--- src/rtl/mrmtd_pkg.sv ---
// Shared types and constants for the motor reply multi-turn decoder.
`timescale 1ns / 1ps

package mrmtd_pkg;

  // Configuration register indexes
  typedef enum logic [1:0] {
    REG_CURRENT_GAIN = 2'd0,
    REG_WRAP_HIGH    = 2'd1,
    REG_WRAP_LOW     = 2'd2
  } reg_idx_e;

  // Register reset values
  localparam logic [15:0] CurrentGainRst = 16'd1082;
  localparam logic [15:0] WrapHighRst    = 16'd54614;
  localparam logic [15:0] WrapLowRst     = 16'd10922;

  // Field widths
  localparam int unsigned InTdataW  = 48;
  localparam int unsigned OutTdataW = 120;
  localparam int unsigned AngleW    = 30;
  localparam int unsigned MagW      = 32;
  localparam int unsigned RecipW    = 33;

  // Saturation bounds of the output angle
  localparam logic [AngleW-1:0] AngleMax = {1'b0, {(AngleW-1){1'b1}}};
  localparam logic [AngleW-1:0] AngleMin = {1'b1, {(AngleW-1){1'b0}}};

  // Encoder position to Q16 degrees
  localparam logic [8:0] DegPerTurn = 9'd360;

  // Data carried along the angle pipeline
  typedef struct packed {
    logic [31:0] current_scaled;
    logic [15:0] velocity;
    logic [24:0] position_degrees;
    logic [15:0] turns;
    logic        first;
  } side_t;

endpackage

--- src/rtl/motor_reply_multiturn_decoder_unit.sv ---
// Motor status reply decoder: current scaling, velocity, degrees and multi-turn angle.
`timescale 1ns / 1ps
// A reply passes through the input register, stages 1 to 4 and the result register.
// Throughput: one reply per cycle; all stages advance together whenever the
// result register is empty or taken. The angle divide by GEAR_RATIO is a
// reciprocal multiply split into two 16-bit partial products over two stages.
// Reset clears all valid bits, the turn counter, the first-reply flag and
// loads the configuration registers with their defaults.

module motor_reply_multiturn_decoder_unit #(
  parameter int unsigned GEAR_RATIO = 6,
  parameter int unsigned TURN_BITS  = 16
) (
  input  logic         clk_i,
  input  logic         rst_ni,
  // Configuration write channel
  input  logic         cfg_valid_i,
  output logic         cfg_ready_o,
  input  logic [1:0]   cfg_index_i,
  input  logic [15:0]  cfg_data_i,
  // Reply input stream
  input  logic         s_axis_tvalid,
  output logic         s_axis_tready,
  // tdata: byte2, byte3, byte4, byte5, byte6, byte7 (from bit 0 up)
  input  logic [mrmtd_pkg::InTdataW-1:0] s_axis_tdata,
  // Result output stream
  output logic         m_axis_tvalid,
  input  logic         m_axis_tready,
  // tdata: current_scaled[31:0], velocity[47:32], position_degrees[72:48],
  //        turns[88:73], output_angle[118:89], zero pad[119]
  output logic [mrmtd_pkg::OutTdataW-1:0] m_axis_tdata
);

  // Divide constants: q = (n * RecipM) >> (32 + ShiftL), exact for 32-bit n
  localparam int unsigned ShiftL = $clog2(GEAR_RATIO);
  localparam logic [64:0] RecipFull =
      (65'd1 << (32 + ShiftL)) / 65'(GEAR_RATIO) + 65'd1;
  localparam logic [mrmtd_pkg::RecipW-1:0] RecipM = RecipFull[mrmtd_pkg::RecipW-1:0];

  // Turn counter limits
  localparam int unsigned TurnBitsEff = (TURN_BITS > 16) ? 16 : TURN_BITS;
  localparam logic signed [15:0] TurnMax = 16'((32'd1 << (TurnBitsEff - 1)) - 32'd1);
  localparam logic signed [15:0] TurnMin = -TurnMax - 16'sd1;

  // Pipeline advance
  logic adv;
  logic v0_q, v1_q, v2_q, v3_q, v4_q, out_valid_q;

  assign adv           = ~out_valid_q | m_axis_tready;
  assign s_axis_tready = adv;
  assign m_axis_tvalid = out_valid_q;
  assign cfg_ready_o   = 1'b1;

  // Configuration registers
  logic [15:0] gain_q, wrap_high_q, wrap_low_q;

  always_ff @(posedge clk_i or negedge rst_ni) begin
    if (!rst_ni) begin
      gain_q      <= mrmtd_pkg::CurrentGainRst;
      wrap_high_q <= mrmtd_pkg::WrapHighRst;
      wrap_low_q  <= mrmtd_pkg::WrapLowRst;
    end else if (cfg_valid_i) begin
      case (cfg_index_i)
        mrmtd_pkg::REG_CURRENT_GAIN: gain_q      <= cfg_data_i;
        mrmtd_pkg::REG_WRAP_HIGH:    wrap_high_q <= cfg_data_i;
        mrmtd_pkg::REG_WRAP_LOW:     wrap_low_q  <= cfg_data_i;
        default: ;
      endcase
    end
  end

  // Valid bits
  always_ff @(posedge clk_i or negedge rst_ni) begin
    if (!rst_ni) begin
      v0_q        <= 1'b0;
      v1_q        <= 1'b0;
      v2_q        <= 1'b0;
      v3_q        <= 1'b0;
      v4_q        <= 1'b0;
      out_valid_q <= 1'b0;
    end else if (adv) begin
      v0_q        <= s_axis_tvalid;
      v1_q        <= v0_q;
      v2_q        <= v1_q;
      v3_q        <= v2_q;
      v4_q        <= v3_q;
      out_valid_q <= v4_q;
    end
  end

  // Stage 0: input register
  logic [mrmtd_pkg::InTdataW-1:0] in_q;

  always_ff @(posedge clk_i) begin
    if (adv && s_axis_tvalid) begin
      in_q <= s_axis_tdata;
    end
  end

  logic signed [15:0] cur_raw;
  logic [15:0]        vel_raw;
  logic [15:0]        pos;

  assign cur_raw = $signed(in_q[15:0]);
  assign vel_raw = in_q[31:16];
  assign pos     = in_q[47:32];

  // Tracking state
  logic               seen_first_q, seen_first_d;
  logic [15:0]        prev_pos_q, prev_pos_d;
  logic signed [15:0] turn_q, turn_d;
  logic [15:0]        bias_q, bias_d;
  logic signed [15:0] turn_inc;
  logic               fwd_wrap, bwd_wrap;
  logic signed [16:0] pos_diff;

  // Detect wraps, step the saturating turn counter, latch the bias once
  always_comb begin
    fwd_wrap     = (prev_pos_q >= wrap_high_q) && (pos <= wrap_low_q);
    bwd_wrap     = (prev_pos_q <= wrap_low_q) && (pos >= wrap_high_q);
    turn_inc     = (fwd_wrap && (turn_q < TurnMax)) ? turn_q + 16'sd1 : turn_q;
    seen_first_d = 1'b1;
    prev_pos_d   = pos;
    bias_d       = bias_q;
    turn_d       = turn_q;
    if (!seen_first_q) begin
      bias_d = pos;
    end else begin
      turn_d = (bwd_wrap && (turn_inc > TurnMin)) ? turn_inc - 16'sd1 : turn_inc;
    end
    pos_diff = $signed({1'b0, pos}) - $signed({1'b0, bias_q});
  end

  always_ff @(posedge clk_i or negedge rst_ni) begin
    if (!rst_ni) begin
      seen_first_q <= 1'b0;
      prev_pos_q   <= 16'd0;
      turn_q       <= 16'sd0;
      bias_q       <= 16'd0;
    end else if (adv && v0_q) begin
      seen_first_q <= seen_first_d;
      prev_pos_q   <= prev_pos_d;
      turn_q       <= turn_d;
      bias_q       <= bias_d;
    end
  end

  // Stage 1: scaled current, degrees, new turn count and position offset
  mrmtd_pkg::side_t   s1_q, s2_q, s3_q, s4_q;
  logic signed [16:0] diff1_q;
  logic signed [32:0] cur_prod;

  assign cur_prod = cur_raw * $signed({1'b0, gain_q});

  always_ff @(posedge clk_i) begin
    if (adv) begin
      s1_q.current_scaled   <= cur_prod[31:0];
      s1_q.velocity         <= vel_raw;
      s1_q.position_degrees <= 25'(pos) * 25'(mrmtd_pkg::DegPerTurn);
      s1_q.turns            <= turn_d;
      s1_q.first            <= ~seen_first_q;
      diff1_q               <= pos_diff;
    end
  end

  // Stage 2: unwrapped count as sign and magnitude
  logic signed [32:0]         num;
  logic [32:0]                num_abs;
  logic [mrmtd_pkg::MagW-1:0] mag2_q;
  logic                       neg2_q;

  assign num     = $signed({s1_q.turns, 16'd0}) + 33'(diff1_q);
  assign num_abs = num[32] ? 33'(-num) : num;

  always_ff @(posedge clk_i) begin
    if (adv) begin
      s2_q   <= s1_q;
      mag2_q <= num_abs[mrmtd_pkg::MagW-1:0];
      neg2_q <= num[32];
    end
  end

  // Stage 3: reciprocal partial products
  logic [48:0] plo3_q, phi3_q;
  logic        neg3_q;

  always_ff @(posedge clk_i) begin
    if (adv) begin
      s3_q   <= s2_q;
      plo3_q <= mag2_q[15:0] * RecipM;
      phi3_q <= mag2_q[31:16] * RecipM;
      neg3_q <= neg2_q;
    end
  end

  // Stage 4: combine partial products and shift out the quotient
  logic [64:0]                prod;
  logic [64:0]                quo_wide;
  logic [mrmtd_pkg::MagW-1:0] qmag4_q;
  logic                       neg4_q;

  assign prod     = {16'd0, plo3_q} + {phi3_q, 16'd0};
  assign quo_wide = prod >> (32 + ShiftL);

  always_ff @(posedge clk_i) begin
    if (adv) begin
      s4_q    <= s3_q;
      qmag4_q <= quo_wide[mrmtd_pkg::MagW-1:0];
      neg4_q  <= neg3_q;
    end
  end

  // Stage 5: apply sign, saturate (zero angle for the first reply), and hold the result
  logic [mrmtd_pkg::AngleW-1:0]    angle;
  logic [mrmtd_pkg::OutTdataW-1:0] out_q;

  always_comb begin
    if (s4_q.first) begin
      angle = '0;
    end else if (neg4_q) begin
      if (qmag4_q > {{(mrmtd_pkg::MagW-mrmtd_pkg::AngleW){1'b0}}, mrmtd_pkg::AngleMin}) begin
        angle = mrmtd_pkg::AngleMin;
      end else begin
        angle = -qmag4_q[mrmtd_pkg::AngleW-1:0];
      end
    end else begin
      if (qmag4_q > {{(mrmtd_pkg::MagW-mrmtd_pkg::AngleW){1'b0}}, mrmtd_pkg::AngleMax}) begin
        angle = mrmtd_pkg::AngleMax;
      end else begin
        angle = qmag4_q[mrmtd_pkg::AngleW-1:0];
      end
    end
  end

  always_ff @(posedge clk_i) begin
    if (adv) begin
      out_q <= {1'b0, angle, s4_q.turns, s4_q.position_degrees,
                s4_q.velocity, s4_q.current_scaled};
    end
  end

  assign m_axis_tdata = out_q;

endmodule
--- config.mk ---
export PLATFORM = sky130hd
export DESIGN_NAME = motor_reply_multiturn_decoder_unit
export DESIGN_NICKNAME = d
export VERILOG_FILES = /design/src/rtl/mrmtd_pkg.sv /design/src/rtl/motor_reply_multiturn_decoder_unit.sv
export SDC_FILE = /design/constraint.sdc
export NUM_CORES = 2
export LEC_CHECK = 0
export ABC_AREA = 1
export BUFFER_PORTS_ARGS = -buffer_cell sky130_fd_sc_hd__buf_4
export CORE_MARGIN = 3
export CORE_UTILIZATION = 47
export DETAILED_ROUTE_END_ITERATION = 10
export SYNTH_ARGS = -nofsm -noshare
export SYNTH_HDL_FRONTEND = slang
export SYNTH_SLANG_ARGS = --single-unit
--- constraint.sdc ---
create_clock -name clk_i -period 35 [get_ports clk_i]
set_input_delay 3.5 -clock clk_i [delete_from_list [all_inputs] [get_ports clk_i]]
set_output_delay 3.5 -clock clk_i [all_outputs]
set_load 0.02 [all_outputs]
==> qor.txt <==
register area share after synthesis -> 43.7%
# rows -> 121
most frequent cells in the layout -> inv_1 (991), nand2_1 (832), edfxtp_1 (674), ha_1 (534), fa_1 (384)
chip height -> 340 µm
initial core utilization -> 47.7%
non-filler cells, final -> 6699
final setup vio count -> 0
Cells after Synth -> 4977
All-Layer GR Usage -> 18.2%
antenna violations before repair -> 1
Worst setup SP type -> input port
Via density -> 4.96
largest net degree at the start of global routing -> 101
crit path max fanout -> 100
Critical R2R Launch -> gain_q[4]$_DFFE_PN1P_
width of the die -> 340 µm
DRT antenna net count -> 0
number of synthesized register bits -> 777
Slew Viols, Final -> 0
Synth Area per Inst -> 10.5 µm²
Placed Cells -> 6545
vias in the first global route -> 33400
Hold Path Depth -> 0
Slew @ Worst Pin -> 1.11 ns
WL final -> 103000 µm
fin crit period -> 8.18 ns
ys async rst share -> 13.3%
share of cells above drive strength 1 -> 7.62%
Residual DRC -> 0
TritonCTS clock tree -> done
Worst Skew -> 0.0388 ns
synth unique cells -> 59
Clock H-tree levels -> 3
DRT Pass-1 Iters -> 5
R2R depth -> 21
max cap viols -> 0
leading cell type in the layout, fill and taps excluded -> inv_1
RSZ-0062 raised after global routing -> no
post-CTS setup buffer count -> 0
vias -> 33200
clk sinks -> 777
global-route wire length before repair -> 172000 µm
clk slew on worst S/H paths -> 0.07 ns
GRT overflow -> 0
routability congestion estimate -> 0.885
CTS Buf Count -> 84
clock tree buffer depth -> 3
crit path launch -> m_axis_tready
Most used DFF post-synth -> edfxtp_1
Final #Nets -> 6144
Syn Std Cell Area -> 52300 µm²
crit path kind -> input port to output pin
post_cts resized -> 0
initial drt markers -> 1921
highest clock rate -> 122 MHz
worst hold path class -> register to register
Arr. time, crit path -> 4.68 ns
Ant. Diodes -> 0
number of I/O port buffers -> 188
total core area -> 110000 µm²
CP Capture Type -> output pin
CTS Hold Buffers Added -> 0
CTS Root Cell -> clkbuf_16
Hold Vio Cnt, Final -> 0
Synth-to-Final Area Change -> 10.6%
detailed placer's ending HPWL -> 80200 µm
die footprint -> 115000 µm²
Clock Latency Late Sink -> 0.67 ns
Setup TNS -> 0 ns
slew margin rel. -> 26.1%
status -> finished clean
Routed WL per cell -> 15.4 µm
Warnings, synthesis -> 0
CP required -> 31.50 ns
fin crit share -> 23.4%
EDFF count, synth -> 674
I/O pin count -> 194
beginning of the worst hold path -> s2_q[79]$_DFFE_PN_
-- critical path: stages --
cell	delay, ns
buf_4	0.11
nor2_1	0.42
inv_8	0.35
buf_4	0.28
-- flip-flops by register name (all words and copies together), names as in the netlist, 17 cells and up --
register and cells:
s4_q 87, plo3_q 32, s2_q 87, m_axis_tdata 116, mag2_q 32, diff1_q 17
qmag4_q 30, s3_q 87, phi3_q 48, s1_q 87, in_q 48
-- area by class of cell --
cell class | instances | area, µm²
clock buffers | 111 | 2230
clock inverters | 43 | 437
fillers | 9868 | 51700
inverters | 1002 | 3770
multi-input cells | 3089 | 25200
flip-flops and latches | 777 | 22800
well taps | 1476 | 1850
repair buffers | 201 | 1510
-- per-layer routing --
| metal | vias to the layer above | part of all wire [%] | GRT usage (%) |
|---|---|---|---|
| li1 | 16500 | - | - |
| met1 | 15900 | 47 | 25.6 |
| met2 | 600 | 46 | 29.5 |
| met3 | 156 | 4.3 | 3.05 |
| met4 | 0 | 2.4 | 4.69 |
| met5 | - | 0 | 0 |
-- cell families after synthesis --
logic type      share of synthesized area, %
compound gates                          6.26
xor+xnor                                3.70
fa+ha+maj                               27.5
buf+inv                                 8.13
flops                                   43.7
other cells                           0.0144
simple gates                            10.8
-- Yosys cell counts (21+ instances only) --
| master | count | share of area (%) |
|---|---|---|
| nand3_1 | 137 | 1.3 |
| nand2_1 | 832 | 6.0 |
| xnor2_1 | 67 | 1.1 |
| nand4_1 | 33 | 0.39 |
| o21ai_0 | 229 | 2.2 |
| xor2_1 | 154 | 2.6 |
| dfrtp_1 | 82 | 3.9 |
| ha_1 | 534 | 13 |
| clkbuf_1 | 94 | 0.67 |
| a21oi_1 | 256 | 2.4 |
| nor2_1 | 230 | 1.7 |
| nor3_1 | 38 | 0.36 |
| a31oi_1 | 23 | 0.28 |
| dfstp_2 | 21 | 1.1 |
| inv_1 | 992 | 7.1 |
| fa_1 | 384 | 15 |
| edfxtp_1 | 674 | 39 |
-- metrics by stage --
step | instance area [µm²] | util [%] | hold slack, ns | setup WS (ns)
6_report | 57900 | 52.8 | 0.404 | 26.82
5_1_grt | 57900 | 52.8 | 0.406 | 26.67
4_1_cts | 57900 | 52.8 | 0.401 | 26.79
3_5_place_dp | 55200 | 50.4 | 0.405 | 26.79
3_3_place_gp | 55200 | 50.4 | 0.400 | 26.80
2_1_floorplan | 52300 | - | 0.400 | 14.77
-- worst paths after layout --
path / end / slack, ns
setup / recovery: s_axis_tready / 26.82
hold / removal: s3_q[79]$_DFFE_PN_ / 0.40
setup reg to reg: s1_q[85]$_DFFE_PN_ / 28.22
hold reg to reg: s3_q[79]$_DFFE_PN_ / 0.40
max in group asynchronous: bias_q[9]$_DFFE_PN0P_ / 30.89
min in group asynchronous: turn_q[13]$_DFFE_PN0P_ / 2.86
Power is not shown: default switching activity piles up to over one toggle a cycle in this logic, so the estimate is an artifact.
